File: src/hw/rtl/lca_pkg.sv
// Shared types and constants for the lowest common ancestor block.
package lca_pkg;

  // Node table size and derived widths
  localparam int MAX_NODES = 1024;
  localparam int ID_W      = 11;
  localparam int ADDR_W    = $clog2(MAX_NODES);
  localparam int DEPTH_W   = $clog2(MAX_NODES + 1);

  localparam logic [ID_W-1:0]    MAX_ID    = ID_W'(MAX_NODES);
  localparam logic [DEPTH_W-1:0] MAX_DEPTH = DEPTH_W'(MAX_NODES);
  localparam logic [ADDR_W-1:0]  LAST_ADDR = ADDR_W'(MAX_NODES - 1);

  // Input word kinds
  localparam logic KIND_EDGE  = 1'b0;
  localparam logic KIND_QUERY = 1'b1;

  // Request from the top level to the query walker
  typedef struct packed {
    logic            start;
    logic            ack;
    logic [ID_W-1:0] node_a;
    logic [ID_W-1:0] node_b;
  } walk_req_t;

  // Status from the query walker
  typedef struct packed {
    logic            busy;
    logic            done;
    logic [ID_W-1:0] result;
  } walk_stat_t;

  // Table address of a node id (ids start at 1)
  function automatic logic [ADDR_W-1:0] node_addr(input logic [ID_W-1:0] node);
    logic [ID_W-1:0] idx;
    idx = node - ID_W'(1);
    return idx[ADDR_W-1:0];
  endfunction

endpackage

File: src/hw/rtl/lca_walker.sv
// Query sequencer: depth walk, lift and meet over the parent table.
module lca_walker
  import lca_pkg::*;
(
  input  logic              clk,
  input  logic              rst_n,
  input  walk_req_t         req,
  input  logic [ID_W-1:0]   rd_data_a,
  input  logic [ID_W-1:0]   rd_data_b,
  output logic [ADDR_W-1:0] rd_addr_a,
  output logic [ADDR_W-1:0] rd_addr_b,
  output walk_stat_t        stat
);

  typedef enum logic [5:0] {
    S_IDLE     = 6'b000001,
    S_DEPTH_RD = 6'b000010,
    S_DEPTH_EV = 6'b000100,
    S_ALIGN_RD = 6'b001000,
    S_ALIGN_EV = 6'b010000,
    S_DONE     = 6'b100000
  } walk_state_t;

  walk_state_t state_r, state_nxt;

  logic [ID_W-1:0]    a_r, a_nxt, b_r, b_nxt;
  logic [ID_W-1:0]    ca_r, ca_nxt, cb_r, cb_nxt;
  logic [DEPTH_W-1:0] da_r, da_nxt, db_r, db_nxt;
  logic               fin_a_r, fin_a_nxt, fin_b_r, fin_b_nxt;
  logic [ID_W-1:0]    res_r, res_nxt;
  logic               fail;
  logic               a_ok, b_ok;

  assign a_ok = (req.node_a != '0) && (req.node_a <= MAX_ID);
  assign b_ok = (req.node_b != '0) && (req.node_b <= MAX_ID);

  // Read addresses: cursors during the depth walk, the nodes afterwards
  always_comb begin
    if (state_r == S_DEPTH_RD) begin
      rd_addr_a = node_addr(ca_r);
      rd_addr_b = node_addr(cb_r);
    end else begin
      rd_addr_a = node_addr(a_r);
      rd_addr_b = node_addr(b_r);
    end
  end

  // Sequencer
  always_comb begin
    state_nxt = state_r;
    a_nxt     = a_r;
    b_nxt     = b_r;
    ca_nxt    = ca_r;
    cb_nxt    = cb_r;
    da_nxt    = da_r;
    db_nxt    = db_r;
    fin_a_nxt = fin_a_r;
    fin_b_nxt = fin_b_r;
    res_nxt   = res_r;
    fail      = 1'b0;
    unique case (state_r)
      S_IDLE: begin
        if (req.start) begin
          a_nxt     = req.node_a;
          b_nxt     = req.node_b;
          ca_nxt    = req.node_a;
          cb_nxt    = req.node_b;
          da_nxt    = '0;
          db_nxt    = '0;
          fin_a_nxt = 1'b0;
          fin_b_nxt = 1'b0;
          if (a_ok && b_ok) begin
            state_nxt = S_DEPTH_RD;
          end else begin
            res_nxt   = '0;
            state_nxt = S_DONE;
          end
        end
      end
      S_DEPTH_RD: begin
        state_nxt = S_DEPTH_EV;
      end
      S_DEPTH_EV: begin
        // walker a
        if (!fin_a_r) begin
          if (rd_data_a == '0) begin
            fin_a_nxt = 1'b1;
          end else if (da_r == MAX_DEPTH) begin
            fail = 1'b1;
          end else begin
            ca_nxt = rd_data_a;
            da_nxt = da_r + DEPTH_W'(1);
          end
        end
        // walker b
        if (!fin_b_r) begin
          if (rd_data_b == '0) begin
            fin_b_nxt = 1'b1;
          end else if (db_r == MAX_DEPTH) begin
            fail = 1'b1;
          end else begin
            cb_nxt = rd_data_b;
            db_nxt = db_r + DEPTH_W'(1);
          end
        end
        if (fail) begin
          res_nxt   = '0;
          state_nxt = S_DONE;
        end else if (fin_a_nxt && fin_b_nxt) begin
          state_nxt = S_ALIGN_RD;
        end else begin
          state_nxt = S_DEPTH_RD;
        end
      end
      S_ALIGN_RD: begin
        state_nxt = S_ALIGN_EV;
      end
      S_ALIGN_EV: begin
        // lift the deeper node, then step both until they meet
        if (da_r > db_r) begin
          a_nxt     = rd_data_a;
          da_nxt    = da_r - DEPTH_W'(1);
          state_nxt = S_ALIGN_RD;
        end else if (db_r > da_r) begin
          b_nxt     = rd_data_b;
          db_nxt    = db_r - DEPTH_W'(1);
          state_nxt = S_ALIGN_RD;
        end else if (a_r == b_r) begin
          res_nxt   = a_r;
          state_nxt = S_DONE;
        end else begin
          a_nxt     = rd_data_a;
          b_nxt     = rd_data_b;
          state_nxt = S_ALIGN_RD;
        end
      end
      S_DONE: begin
        if (req.ack) begin
          state_nxt = S_IDLE;
        end
      end
      default: state_nxt = S_IDLE;
    endcase
  end

  always_ff @(posedge clk) begin
    if (!rst_n) begin
      state_r <= S_IDLE;
    end else begin
      state_r <= state_nxt;
    end
  end

  // Datapath registers
  always_ff @(posedge clk) begin
    a_r     <= a_nxt;
    b_r     <= b_nxt;
    ca_r    <= ca_nxt;
    cb_r    <= cb_nxt;
    da_r    <= da_nxt;
    db_r    <= db_nxt;
    fin_a_r <= fin_a_nxt;
    fin_b_r <= fin_b_nxt;
    res_r   <= res_nxt;
  end

  assign stat.busy   = (state_r != S_IDLE);
  assign stat.done   = (state_r == S_DONE);
  assign stat.result = res_r;

endmodule

File: config.mk
export PLATFORM = sky130hd
export DESIGN_NAME = lca_walker
export DESIGN_NICKNAME = d
export VERILOG_FILES = /design/src/hw/rtl/lca_pkg.sv /design/src/hw/rtl/lca_walker.sv
export SDC_FILE = /design/constraint.sdc
export NUM_CORES = 1
export LEC_CHECK = 0
export ABC_AREA = 1
export BUFFER_PORTS_ARGS = -buffer_cell sky130_fd_sc_hd__buf_4
export CAP_MARGIN = 20
export CORE_UTILIZATION = 55
export CTS_BUF_LIST = sky130_fd_sc_hd__clkbuf_16
export CTS_CLUSTER_SIZE = 10
export DETAILED_ROUTE_END_ITERATION = 8
export MAX_ROUTING_LAYER = met4
export PLACE_DENSITY = 0.77
export SYNTH_ARGS = -nofsm -noshare
export SYNTH_HDL_FRONTEND = slang
export SYNTH_SLANG_ARGS = --single-unit
File: constraint.sdc
create_clock -name clk -period 3.4 [get_ports clk]
set_clock_uncertainty 0.05 [all_clocks]
set_input_delay 0.17 -clock clk [delete_from_list [all_inputs] [get_ports clk]]
set_output_delay 0.17 -clock clk [all_outputs]
set_load 0.02 [all_outputs]
==> results.yml <==
layout:
  syn_to_final_growth_pct: 18.49
  fill_cells: 819
  nets: 896
  n_antenna_cell: 0
  drive_gt1_share_pct: 15.85
synth:
  netlist_area_um2: 5712
  yosysMostFrequentCell: "nand2_1"
  synth_top_area_share_pct: 40.48
  async_flop_share_pct: 0
  yosysWarnings: 0
  synth-edff-count: 77
  netlist_instances: 731
  syn_area_per_cell_um2: 7.814
  ys_seq_area_share_pct: 42.58
  synth_area_leaders: "edfxtp_1 40%, nand2_1 13%, ha_1 6.8%"
  synth_seq_cells: 83
  ys.flop_type: "edfxtp_1"
  synthesis.nets: 812
  synth_top_cells_by_count: "192 x nand2_1, 102 x inv_1, 86 x nor2_1, 77 x edfxtp_1, 57 x o21ai_0"
  ys_types: 39
  synth_top_area_cell: "edfxtp_1"
drt:
  routed_wl_um: 13980
  first_pass_iters: 5
  detail-route-antenna-nets: 0
  post_drt_wl_per_cell_um: 14.67
  viasPerCell: 5.380
  drt-initial-drc-count: 305
  drc: 0
  routed-via-count: 5127
power_and_ir_drop:
  vdd_drop_max_v: 0.0002767
  leakagePower_uw: 0.003310
  finalPower_uw: 4046
  power_density_nw_per_um2: 597.8
sta:
  tightestPinTransition_ns: 1.008
  rsz0062_at_grt: "false"
  fin_crit_sh_pct: 84.27
  fin_setup_tns_ns: 0
  setup_ws_ns: 0.5350
  setup_viol: 0
  min_period_ns: 2.865
  max_slew_margin_pct: 32.57
  hold_viol: 0
  finalMaxSlewViolations: 0
  clock.fmax_mhz: 349.0
clock_tree:
  cts_tree: "done"
  cts.sink_count: 83
  h-tree-depth: 3
  post_cts_buffers: 0
  insertion_delay_ns: 0.34
  cts_made_buffers: 9
  cts_resized: 0
  clockBufferDepth: 2
  clk_pin_slew_worst_paths_ns: 0.06
  ctsHoldBuffers: 0
  clockRootBuffer: "clkbuf_16"
run_status:
  outcome: "complete, no violations"
worst_hold_path:
  hp-class: "input pin to flop"
  hp-start: "rst_n"
  hold_path_end: "state_r[0]$_SDFFE_PN1P_"
  hold_path_depth: 2
place:
  gp_congestion: 0.9647
  post-dp-hpwl_um: 10730
  portBuffers: 80
  pre_cts_slack_ns: 0.5796
critical_path:
  worst_setup_path_end_kind: "flop"
  crit_arrival_ns: 2.90
  r2r_slack_ns: 0.53
  cp-start-kind: "flop"
  cp_max_fo: 18
  worstSetupPathType: "flop to flop"
  r2r_start: "state_r[4]$_SDFFE_PN0P_"
  critPathLaunch: "state_r[4]$_SDFFE_PN0P_"
  worst_r2r_endpoint: "db_r[8]$_SDFFCE_PN0P_"
  cp.required_ns: 3.44
  reg2reg_depth: 11
grt:
  grt_pass1_wl_um: 22900
  grt_max_degree: 60
  grt_pass1_vias: 4939
  grt_overflow: 0
  grt_usage_pct: 27.46
  antenna_found_initial: 0
floorplan:
  dieArea_um2: 10800
  die_h_um: 103.9
  rows: 36
  start_util_pct: 57.64
  ios: 81
  coreArea_um2: 9910
  fp.dieW_um: 103.9
job:
  cap_viol_max_count: 0
## cell usage in the layout, fill, tap and decap left out, types with 5 or more instances in the layout
cell         n
a21oi_1     30
buf_4       87
clkbuf_16    9
clkinv_1     5
dfxtp_1      6
edfxtp_1    77
ha_1        31
inv_1      102
nand2_1    192
nand3_1     35
nand4_1      9
nor2_1      86
nor2_2       7
nor3_1       5
o21ai_0     57
o21ai_1      7
o21ai_2      7
o21bai_1     6
xnor2_1     10
xor2_1      18
## worst max path at each step
stage                                        to  slack, ns  depth (start not counted)
after detailed placement  db_r[8]$_SDFFCE_PN0P_       0.58                         11
after floorplan           db_r[0]$_SDFFCE_PN0P_       0.73                          9
after CTS                 db_r[8]$_SDFFCE_PN0P_       0.56                         11
after global routing      db_r[8]$_SDFFCE_PN0P_       0.26                         11
final                     db_r[8]$_SDFFCE_PN0P_       0.53                         11
after global placement    db_r[8]$_SDFFCE_PN0P_       0.75                         11
## sequential cells by signal, indices dropped and copies added (netlist names), 6 cells and up
name,count
a_r,11
b_r,11
ca_r,10
cb_r,10
da_r,11
db_r,11
res_r,11
state_r,6
## cell type report
cell class | count | area [um^2] | share of cell area [%]
inverter | 107 | 401.6 | 5.935
clock inverter | 7 | 82.58 | 1.220
sequential | 83 | 2432 | 35.94
multi-input combinational | 527 | 2806 | 41.47
timing repair buffer | 87 | 653.1 | 9.651
tap | 133 | 166.4 | 2.459
clock buffer | 9 | 225.2 | 3.328
## critical path, cell delays in order, from the launching register on
cell,delay [ns]
dfxtp_1,0.39
inv_1,0.06
nor2_1,0.14
nand3_2,0.13
inv_1,0.53
ha_1,0.41
a21oi_1,0.20
o21ai_0,0.13
a21oi_1,0.23
o21bai_1,0.12
o21ai_0,0.16
a21oi_1,0.05
## routing by layer
metal / part of all wire [%] / global-route usage (%) / vias to the layer above / routed length (um)
li1: - / - / 2556 / -
met1: 41 / 31.40 / 2373 / 5680
met2: 52 / 49.00 / 172 / 7316
met3: 4.7 / 3.133 / 26 / 663
met4: 2.3 / 11.12 / 0 / 320
met5: 0 / - / - / 0
## power by group
part / internal (uW) / switching [uW] / total [uW]
combinational: 525 / 899 / 1420
clock: 633 / 398 / 1030
sequential: 1420 / 174 / 1590
total: 2570 / 1470 / 4050
## kinds of logic after synthesis
group                      Yosys count  synth area share [%]
and+or+nand+nor                    349                 25.89
buffers and inverters              121                 8.280
AOI/OAI and AO/OA                  116                 11.28
DFF                                 83                 42.59
adders and majority gates           33                 7.492
xor gates and xnor gates            28                 4.293
muxes                                1                0.1753
## metrics by stage
stage / hold WS [ns] / instance area (um^2) / cells / utilization (%)
global route: 0.03475 / 6768 / 953 / 68.30
CTS: 0.01212 / 6768 / 953 / 68.30
finish: 0.02183 / 6768 / 953 / 68.30
detailed placement: 0.3648 / 6460 / 937 / 65.19
floorplan: 0.2239 / 5712 / 731 / -
global placement: 0.3577 / 6460 / 937 / 65.19
Power figures use the tool's default switching activity.
